File: config.mk
export PLATFORM = sky130hd
export DESIGN_NAME = sliding_median_filter_flat
export DESIGN_NICKNAME = d
export VERILOG_FILES = /design/src/hdl/smf_pkg.sv /design/src/hdl/smf_in_if.sv /design/src/hdl/smf_out_if.sv /design/src/hdl/sliding_median_filter.sv /design/src/hdl/smf_median.sv /design/src/hdl/smf_front.sv /design/src/hdl/smf_emit.sv /design/src/flat_wrapper.sv
export SDC_FILE = /design/constraint.sdc
export NUM_CORES = 1
export LEC_CHECK = 0
export BUFFER_PORTS_ARGS = -buffer_cell sky130_fd_sc_hd__buf_2
export CAP_MARGIN = 30
export CELL_PAD_IN_SITES_DETAIL_PLACEMENT = 0
export CELL_PAD_IN_SITES_GLOBAL_PLACEMENT = 1
export CORE_ASPECT_RATIO = 1.75
export CORE_MARGIN = 4
export CORE_UTILIZATION = 40
export CTS_BUF_LIST = sky130_fd_sc_hd__clkbuf_2
export DETAILED_ROUTE_END_ITERATION = 16
export PLACE_DENSITY_LB_ADDON = 0.1
export RECOVER_POWER = 100
export REMOVE_ABC_BUFFERS = 1
export SLEW_MARGIN = 20
export SYNTH_ARGS = -nofsm -noshare
export SYNTH_HDL_FRONTEND = slang
export SYNTH_HIERARCHICAL = 1
export SYNTH_SLANG_ARGS = --single-unit
File: constraint.sdc
create_clock -name clk -period 13.5 [get_ports clk]
set_input_delay 2.7 -clock clk [delete_from_list [all_inputs] [get_ports clk]]
set_output_delay 2.7 -clock clk [all_outputs]
set_load 0.03 [all_outputs]
File: src/hdl/smf_pkg.sv
// smf_pkg: shared types and constants for the sliding median filter
// no dependencies; used by the interfaces and every module of the block
`timescale 1ns / 1ps

package smf_pkg;

	localparam int SAMPLE_BITS = 16;
	localparam int HIST_DEPTH  = 4;
	localparam int TAPS_MAX    = HIST_DEPTH + 1;
	localparam int PADDR_BITS  = 3;

	typedef logic [SAMPLE_BITS-1:0] sample_t;
	typedef logic [2:0]             held_t;
	typedef logic [1:0]             beat_cnt_t;

	localparam held_t HELD_MAX = 3'd4;

	typedef enum logic {
		MODE_FIVE  = 1'b0,
		MODE_THREE = 1'b1
	} win_mode_t;

	// register index taken from paddr[2]
	localparam logic REG_WINDOW_MODE = 1'b0;

	// input register contents: current sample in win[0], older ones behind it
	typedef struct packed {
		sample_t [TAPS_MAX-1:0] win;
		held_t                  held;
		win_mode_t              mode;
		logic                   last;
	} s1_t;

endpackage

File: src/hdl/smf_in_if.sv
// smf_in_if: sample channel, valid/ready with the input beat payload
// depends on smf_pkg
`timescale 1ns / 1ps

interface smf_in_if;
	logic              valid;
	logic              ready;
	smf_pkg::sample_t  sample_in;
	logic              last_sample;

	modport source (output valid, output sample_in, output last_sample, input ready);
	modport sink   (input valid, input sample_in, input last_sample, output ready);
endinterface

File: src/hdl/smf_out_if.sv
// smf_out_if: result channel, valid/ready with the result beat payload
// depends on smf_pkg
`timescale 1ns / 1ps

interface smf_out_if;
	logic              valid;
	logic              ready;
	smf_pkg::sample_t  filtered_value;
	logic              edge_fill;
	logic              last_of_run;
	logic              end_of_stream;

	modport source (output valid, output filtered_value, output edge_fill,
		output last_of_run, output end_of_stream, input ready);
	modport sink   (input valid, input filtered_value, input edge_fill,
		input last_of_run, input end_of_stream, output ready);
endinterface

File: src/hdl/sliding_median_filter.sv
// sliding_median_filter: top level, apb mode register, front, median network, emit
// depends on smf_pkg, smf_in_if, smf_out_if, smf_front, smf_median, smf_emit
`timescale 1ns / 1ps

// channel    | dir | payload                                          | beats
// -----------+-----+--------------------------------------------------+--------------------
// sample_ch  | in  | sample_in[15:0], last_sample                     | one per sample
// result_ch  | out | filtered_value[15:0], edge_fill, last_of_run,    | 0..3 per sample
//            |     | end_of_stream                                    |
// apb        | in  | window_mode at byte address 0                    | setup + access
//
// a sample enters the input register, the median network settles from it and the result
// register loads once it is empty or its last beat is taken; one sample per cycle
// sustained mid-stream while result_ch is ready; the last sample of a stream costs
// up to three result beats, set by the single result register draining one per ready cycle
// arst_n clears the window history, position count, valid flags and window_mode
// a stalled result holds in the result register while one more sample waits in
// the input register; sample_ch.ready drops only once both are occupied

module sliding_median_filter (
	input  logic                                 clk,
	input  logic                                 arst_n,
	input  logic                                 psel,
	input  logic                                 penable,
	input  logic                                 pwrite,
	input  logic [smf_pkg::PADDR_BITS-1:0]       paddr,
	input  logic [31:0]                          pwdata,
	output logic [31:0]                          prdata,
	output logic                                 pready,
	smf_in_if.sink                               sample_ch,
	smf_out_if.source                            result_ch
);

	smf_pkg::win_mode_t mode_q;
	logic               cfg_write;
	logic               s1_valid;
	smf_pkg::s1_t       s1;
	smf_pkg::sample_t   median;
	logic               take;

	// apb: always ready, write lands on the access cycle
	assign pready    = 1'b1;
	assign cfg_write = psel && penable && pwrite && pready;

	always_ff @(posedge clk or negedge arst_n) begin
		if (!arst_n) begin
			mode_q <= smf_pkg::MODE_FIVE;
		end else if (cfg_write && paddr[2] == smf_pkg::REG_WINDOW_MODE) begin
			mode_q <= smf_pkg::win_mode_t'(pwdata[0]);
		end
	end

	// unknown register addresses read as zero
	assign prdata = (paddr[2] == smf_pkg::REG_WINDOW_MODE) ? {31'd0, mode_q} : 32'd0;

	// history shift and input register
	smf_front u_front (
		.clk       (clk),
		.arst_n    (arst_n),
		.mode      (mode_q),
		.sample_ch (sample_ch),
		.take      (take),
		.s1_valid  (s1_valid),
		.s1        (s1)
	);

	// combinational median straight off the input register
	smf_median u_median (
		.s1     (s1),
		.median (median)
	);

	// result register and edge-zero flush sequencing
	smf_emit u_emit (
		.clk       (clk),
		.arst_n    (arst_n),
		.s1_valid  (s1_valid),
		.s1        (s1),
		.median    (median),
		.take      (take),
		.result_ch (result_ch)
	);

`ifndef SYNTHESIS
	// a true median is never the final beat of a stream: flush zeros always follow it
	a_median_not_end: assert property (@(posedge clk) disable iff (!arst_n)
		result_ch.valid && !result_ch.edge_fill |-> !result_ch.end_of_stream)
		else $error("true median flagged as end of stream");

	// edge beats carry a zero value
	a_edge_is_zero: assert property (@(posedge clk) disable iff (!arst_n)
		result_ch.valid && result_ch.edge_fill |-> result_ch.filtered_value == '0)
		else $error("edge beat with nonzero value");

	// the end of a stream also closes the run of its last sample
	a_end_closes_run: assert property (@(posedge clk) disable iff (!arst_n)
		result_ch.valid && result_ch.end_of_stream |-> result_ch.last_of_run)
		else $error("end of stream without last of run");

	// input register may only be refilled when it is being drained or empty
	a_no_overwrite: assert property (@(posedge clk) disable iff (!arst_n)
		s1_valid && !take |-> !sample_ch.ready)
		else $error("sample accepted over a held item");
`endif

endmodule

File: src/hdl/smf_median.sv
// smf_median: rank-count median network over a 5- or 3-tap window
// depends on smf_pkg
`timescale 1ns / 1ps

module smf_median (
	input  smf_pkg::s1_t    s1,
	output smf_pkg::sample_t median
);

	always_comb begin
		logic [smf_pkg::TAPS_MAX-1:0] active;
		logic [2:0]                   rank;
		logic [2:0]                   mid;
		active = (s1.mode == smf_pkg::MODE_THREE) ? 5'b00111 : 5'b11111;
		mid    = (s1.mode == smf_pkg::MODE_THREE) ? 3'd1 : 3'd2;
		median = '0;
		// ties broken by tap position so exactly one tap holds each rank
		for (int i = 0; i < smf_pkg::TAPS_MAX; i++) begin
			rank = '0;
			for (int j = 0; j < smf_pkg::TAPS_MAX; j++) begin
				if (j != i && active[j] &&
					((s1.win[j] < s1.win[i]) || (s1.win[j] == s1.win[i] && j < i))) begin
					rank = rank + 3'd1;
				end
			end
			if (active[i] && rank == mid) begin
				median = s1.win[i];
			end
		end
	end

endmodule

File: src/hdl/smf_front.sv
// smf_front: window history, stream position count and the input register
// depends on smf_pkg, smf_in_if
`timescale 1ns / 1ps

module smf_front (
	input  logic                clk,
	input  logic                arst_n,
	input  smf_pkg::win_mode_t  mode,
	smf_in_if.sink              sample_ch,
	input  logic                take,
	output logic                s1_valid,
	output smf_pkg::s1_t        s1
);

	smf_pkg::sample_t [smf_pkg::HIST_DEPTH-1:0] hist_q;
	smf_pkg::held_t                             held_q;
	logic                                       valid_s1;
	smf_pkg::s1_t                               data_s1;
	logic                                       accept;

	assign sample_ch.ready = !valid_s1 || take;
	assign accept          = sample_ch.valid && sample_ch.ready;
	assign s1_valid        = valid_s1;
	assign s1              = data_s1;

	always_ff @(posedge clk or negedge arst_n) begin
		if (!arst_n) begin
			hist_q   <= '0;
			held_q   <= '0;
			valid_s1 <= 1'b0;
		end else if (accept) begin
			valid_s1 <= 1'b1;
			if (sample_ch.last_sample) begin
				hist_q <= '0;
				held_q <= '0;
			end else begin
				hist_q <= {hist_q[smf_pkg::HIST_DEPTH-2:0], sample_ch.sample_in};
				if (held_q < smf_pkg::HELD_MAX) begin
					held_q <= held_q + 3'd1;
				end
			end
		end else if (take) begin
			valid_s1 <= 1'b0;
		end
	end

	always_ff @(posedge clk) begin
		if (accept) begin
			data_s1.win  <= {hist_q, sample_ch.sample_in};
			data_s1.held <= held_q;
			data_s1.mode <= mode;
			data_s1.last <= sample_ch.last_sample;
		end
	end

endmodule

File: src/hdl/smf_emit.sv
// smf_emit: result register, turns one input item into zero to three beats
// depends on smf_pkg, smf_out_if
`timescale 1ns / 1ps

module smf_emit (
	input  logic              clk,
	input  logic              arst_n,
	input  logic              s1_valid,
	input  smf_pkg::s1_t      s1,
	input  smf_pkg::sample_t  median,
	output logic              take,
	smf_out_if.source         result_ch
);

	smf_pkg::beat_cnt_t cnt_q;
	logic               head_q;
	smf_pkg::sample_t   val_q;
	logic               edge_q;
	logic               last_q;

	smf_pkg::held_t     half;
	logic               has_first;
	logic               is_median;
	smf_pkg::beat_cnt_t flush;
	smf_pkg::beat_cnt_t cnt_next;
	logic               pop;

	always_comb begin
		half      = (s1.mode == smf_pkg::MODE_THREE) ? 3'd1 : 3'd2;
		has_first = s1.held >= half;
		is_median = s1.held >= {half[1:0], 1'b0};
		if (!s1.last) begin
			flush = '0;
		end else if (has_first) begin
			flush = half[1:0];
		end else begin
			flush = s1.held[1:0] + 2'd1;
		end
		cnt_next = flush + {1'b0, has_first};
	end

	assign pop  = result_ch.valid && result_ch.ready;
	assign take = s1_valid && (cnt_q == '0 || (cnt_q == 2'd1 && result_ch.ready));

	assign result_ch.valid          = cnt_q != '0;
	assign result_ch.filtered_value = head_q ? val_q : '0;
	assign result_ch.edge_fill      = head_q ? edge_q : 1'b1;
	assign result_ch.last_of_run    = cnt_q == 2'd1;
	assign result_ch.end_of_stream  = cnt_q == 2'd1 && last_q;

	always_ff @(posedge clk or negedge arst_n) begin
		if (!arst_n) begin
			cnt_q  <= '0;
			head_q <= 1'b0;
		end else if (take) begin
			cnt_q  <= cnt_next;
			head_q <= 1'b1;
		end else if (pop) begin
			cnt_q  <= cnt_q - 2'd1;
			head_q <= 1'b0;
		end
	end

	always_ff @(posedge clk) begin
		if (take) begin
			// head beat: true median once the window is full, else an edge zero
			val_q  <= (has_first && is_median) ? median : '0;
			edge_q <= !(has_first && is_median);
			last_q <= s1.last;
		end
	end

endmodule

File: src/flat_wrapper.sv
// flat-port wrapper written by rule: the top's interface ports become plain ports
module sliding_median_filter_flat 
  (clk, arst_n, psel, penable, pwrite, paddr, pwdata, prdata, pready, sample_ch_valid, sample_ch_sample_in, sample_ch_last_sample, sample_ch_ready, result_ch_valid, result_ch_filtered_value, result_ch_edge_fill, result_ch_last_of_run, result_ch_end_of_stream, result_ch_ready);
  smf_in_if sample_ch_i ();
  smf_out_if result_ch_i ();
  input  logic clk;
  input  logic arst_n;
  input  logic psel;
  input  logic penable;
  input  logic pwrite;
  input  logic [smf_pkg::PADDR_BITS-1:0] paddr;
  input  logic [31:0] pwdata;
  output logic [31:0] prdata;
  output logic pready;
  input wire logic [$bits(sample_ch_i.valid)-1:0] sample_ch_valid;
  input wire logic [$bits(sample_ch_i.sample_in)-1:0] sample_ch_sample_in;
  input wire logic [$bits(sample_ch_i.last_sample)-1:0] sample_ch_last_sample;
  output wire logic [$bits(sample_ch_i.ready)-1:0] sample_ch_ready;
  output wire logic [$bits(result_ch_i.valid)-1:0] result_ch_valid;
  output wire logic [$bits(result_ch_i.filtered_value)-1:0] result_ch_filtered_value;
  output wire logic [$bits(result_ch_i.edge_fill)-1:0] result_ch_edge_fill;
  output wire logic [$bits(result_ch_i.last_of_run)-1:0] result_ch_last_of_run;
  output wire logic [$bits(result_ch_i.end_of_stream)-1:0] result_ch_end_of_stream;
  input wire logic [$bits(result_ch_i.ready)-1:0] result_ch_ready;
  assign sample_ch_i.valid = sample_ch_valid;
  assign sample_ch_i.sample_in = sample_ch_sample_in;
  assign sample_ch_i.last_sample = sample_ch_last_sample;
  assign sample_ch_ready = sample_ch_i.ready;
  assign result_ch_valid = result_ch_i.valid;
  assign result_ch_filtered_value = result_ch_i.filtered_value;
  assign result_ch_edge_fill = result_ch_i.edge_fill;
  assign result_ch_last_of_run = result_ch_i.last_of_run;
  assign result_ch_end_of_stream = result_ch_i.end_of_stream;
  assign result_ch_i.ready = result_ch_ready;
  sliding_median_filter u_core (.clk(clk), .arst_n(arst_n), .psel(psel), .penable(penable), .pwrite(pwrite), .paddr(paddr), .pwdata(pwdata), .prdata(prdata), .pready(pready), .sample_ch(sample_ch_i), .result_ch(result_ch_i));
endmodule
==> impl_metrics.env <==
export IMPL_die_x_um=140
export IMPL_drt_initial_drc_count=368
export IMPL_crit_fanout=33
export IMPL_cts_root_buf="clkbuf_2"
export IMPL_hold_viol=0
export IMPL_ys_warnings_count=6
export IMPL_holdWs_ns=0.439
export IMPL_swShare=0.471
export IMPL_rows=84
export IMPL_vdd_ir_drop_worst_mv=0.137
export IMPL_p_int_mw=1.74
export IMPL_maxSlewHeadroom=-1.42
export IMPL_worstPathArrival_ns=9.26
export IMPL_ios=113
export IMPL_start_util=0.407
export IMPL_port_buffers=47
export IMPL_timing_rr_start="u_core/u_front/s1[36]"
export IMPL_dp_slack_ns=7.16
export IMPL_period_needed_ns=8.56
export IMPL_areaGrowthSynthToFinish_pct=4.67
export IMPL_rsz0062_at_grt="no"
export IMPL_grt_first_pass_wirelength_um=48700
export IMPL_dp_hpwl_um=24100
export IMPL_synth_area_mm2=0.0123
export IMPL_htreeDepth=4
export IMPL_synth_most_common_cell="ha_1"
export IMPL_tns_ns=0
export IMPL_clock_latency_ns=0.81
export IMPL_pwr_share_seq=0.314
export IMPL_power_switching_mw=1.54
export IMPL_grt_use_total=0.192
export IMPL_power_mw=3.28
export IMPL_ys_seq_elements=175
export IMPL_antenna_left=0
export IMPL_dr_pass1_iters=5
export IMPL_path_buf_inv=1
export IMPL_fin_ws_ns=4.94
export IMPL_synth_seq_area_share=0.399
export IMPL_place_congestion=0.872
export IMPL_cts_setup_buffers=0
export IMPL_startpoint="u_core/u_front/s1[36]"
export IMPL_drive_gt1_frac=0.105
export IMPL_clkTransAtPathRegs_ns=0.26
export IMPL_numCtsBuffers=17
export IMPL_critPathRequiredTime_ns=14.21
export IMPL_yosysTopAreaCellShare=0.252
export IMPL_vias=8568
export IMPL_grt_start_max_net_pins=72
export IMPL_setup_viol=0
export IMPL_yosysTopAreaCell="edfxtp_1"
export IMPL_viasPerCell=5.41
export IMPL_fin_util=0.426
export IMPL_async_flop_share=0.411
export IMPL_wl_um=31800
export IMPL_violations="max-capacitance violations, max-slew violations"
export IMPL_worstSetupEndpointType="flop"
export IMPL_grt_overflow=0
export IMPL_power_density_mw_per_mm2=256
export IMPL_critPathLaunchType="flop"
export IMPL_synth_common_cells="179 x ha_1, 114 x inv_1, 103 x edfxtp_1"
export IMPL_ys_types=88
export IMPL_postCtsHoldBufs=0
export IMPL_antenna_found_initial=2
export IMPL_clockBufferDepth=2
export IMPL_hold_class="reg2reg"
export IMPL_syn_inst=1135
export IMPL_holdCritStartpoint="u_core/u_front/hist_q[54]"
export IMPL_status="complete, but fails checks"
export IMPL_cts_resized=0
export IMPL_synthFlopType="edfxtp_1"
export IMPL_crit_family="simple AND/OR/NAND/NOR gates"
export IMPL_die_area_mm2=0.0336
export IMPL_fmax_mhz=117
export IMPL_remaining_drc_errors=0
export IMPL_power_frac_comb=0.596
export IMPL_fp_dieH_um=240
export IMPL_worstPathCellList="ha_1 > nand4_1 > a211oi_1 > a2111oi_0 > a31oi_1 > ha_1 > xor2_1 > ha_1 > and4b_1 > o2111ai_4 > clkbuf_1 > nand4b_1 > nor2_1 > a221o_1 > and2_0"
export IMPL_syn_area_per_cell_um2=10.8
export IMPL_drv_slew=349
export IMPL_crit_top_cell="ha_1"
export IMPL_fin_crit_sh=0.634
export IMPL_finalNetCount=1420
export IMPL_worstSetupPathType="reg2reg"
export IMPL_wire_per_inst_um=20.1
export IMPL_cpPeakStageDelay_ns=1.76
export IMPL_slowest_stage="nor2_1"
export IMPL_drv_cap=8
export IMPL_synth_area_leaders="edfxtp_1 25%, ha_1 18%, dfrtp_1 15%, mux2_2 4.5%, inv_1 3.5%"
export IMPL_cts_tree="yes"
export IMPL_total_leakage_power_nw=5.74
export IMPL_synth_enable_flop_cells=103
export IMPL_clock_sinks=175
export IMPL_core_area_mm2=0.0302
export IMPL_finClkSkew_ns=0.0483
export IMPL_clockPowerShare=0.090
export IMPL_grt_pass1_vias=8537
export IMPL_worstMarginPinSlew_ns=3.63
## cell families after synthesis
| kind of cell | count (synthesis) | synth area share |
|---|---|---|
| muxes | 68 | 0.0671 |
| AOI/OAI and AO/OA | 229 | 0.134 |
| xor gates and xnor gates | 6 | 0.00429 |
| DFF | 175 | 0.399 |
| other | 2 | 0.000612 |
| adders and majority gates | 180 | 0.183 |
| and+or+nand+nor | 303 | 0.141 |
| buffers and inverters | 172 | 0.0698 |
## placed cells by master (no fill, tap or decap), types with 7 or more instances in the layout
| master | synthesis | final |
|---|---|---|
| nand2_1 | 48 | 48 |
| dfrtp_1 | 72 | 72 |
| nand3_1 | 13 | 13 |
| nor2_1 | 47 | 48 |
| mux2_1 | 1 | 17 |
| nor4_1 | 7 | 7 |
| ha_1 | 179 | 179 |
| mux2_2 | 49 | 49 |
| inv_1 | 114 | 114 |
| clkbuf_1 | 10 | 30 |
| nor2b_1 | 65 | 65 |
| o21a_1 | 6 | 7 |
| edfxtp_1 | 103 | 103 |
| a22oi_1 | 19 | 19 |
| o21ai_0 | 27 | 27 |
| a221o_1 | 17 | 17 |
| a211oi_1 | 9 | 9 |
| o211ai_1 | 9 | 9 |
| nand4_1 | 35 | 35 |
| a21oi_1 | 83 | 83 |
| clkbuf_2 | 0 | 17 |
| and2_0 | 0 | 12 |
| buf_2 | 7 | 25 |
| and2_1 | 38 | 27 |
| conb_1 | 2 | 32 |
| nor3_1 | 9 | 9 |
## through the flow
stage	cells	cell area, um^2
after floorplan	1107	11900
after global placement	1547	12700
after detailed placement	1549	12700
after CTS	1581	13000
after global routing	1583	12800
final	1583	12800
## layout make-up
cell class / instances / area [um^2]
Timing Repair Buffer: 56 / 245
Clock inverter: 15 / 178
Tap cell: 387 / 484
Clock buffer: 17 / 85.1
Inverter: 114 / 428
Sequential cell: 175 / 4890
Antenna cell: 1 / 2.50
Multi-Input combinational cell: 818 / 6520
Fill cell: 2988 / 17300
## power by group through the flow
stage               sequential [mW]  clock, mW  combinational (mW)
finish                         1.03      0.296                1.95
global route                   1.06      0.330                2.18
CTS                            1.04      0.315                2.01
global placement               1.05          0                1.98
floorplan                     0.957          0                1.45
detailed placement             1.05          0                2.01
## path summary, 6_finish.rpt
| check | end | slack, ns | depth (start not counted) |
|---|---|---|---|
| worst max-delay path | u_core/u_emit/val_q[6] | 4.94 | 15 |
| worst min-delay path | u_core/u_front/s1[75] | 0.44 | 0 |
| worst max register to register | u_core/u_emit/val_q[6] | 4.94 | 15 |
| worst min register to register | u_core/u_front/s1[75] | 0.44 | 0 |
| max in group asynchronous | u_core/u_front/hist_q[54] | 8.19 | 2 |
| min in group asynchronous | u_core/u_front/hist_q[4] | 2.41 | 1 |
## sequential cells by signal (all words and copies together) (netlist names)
name	cells
u_core/u_emit/cnt_q	2
u_core/u_front/s1	85
u_core/u_front/held_q	3
u_core/u_front/hist_q	64
u_core/u_emit/last_q	1
u_core/mode_q	1
u_core/u_emit/head_q	1
u_core/u_front/s1_valid	1
u_core/u_emit/val_q	16
u_core/u_emit/edge_q	1
## routing by layer
metal | track usage | share of wire
met1 | 0.216 | 0.40
met2 | 0.345 | 0.52
met3 | 0.0300 | 0.029
met4 | 0.102 | 0.052
met5 | 0 | 0
(Power assumes the default switching activity.)
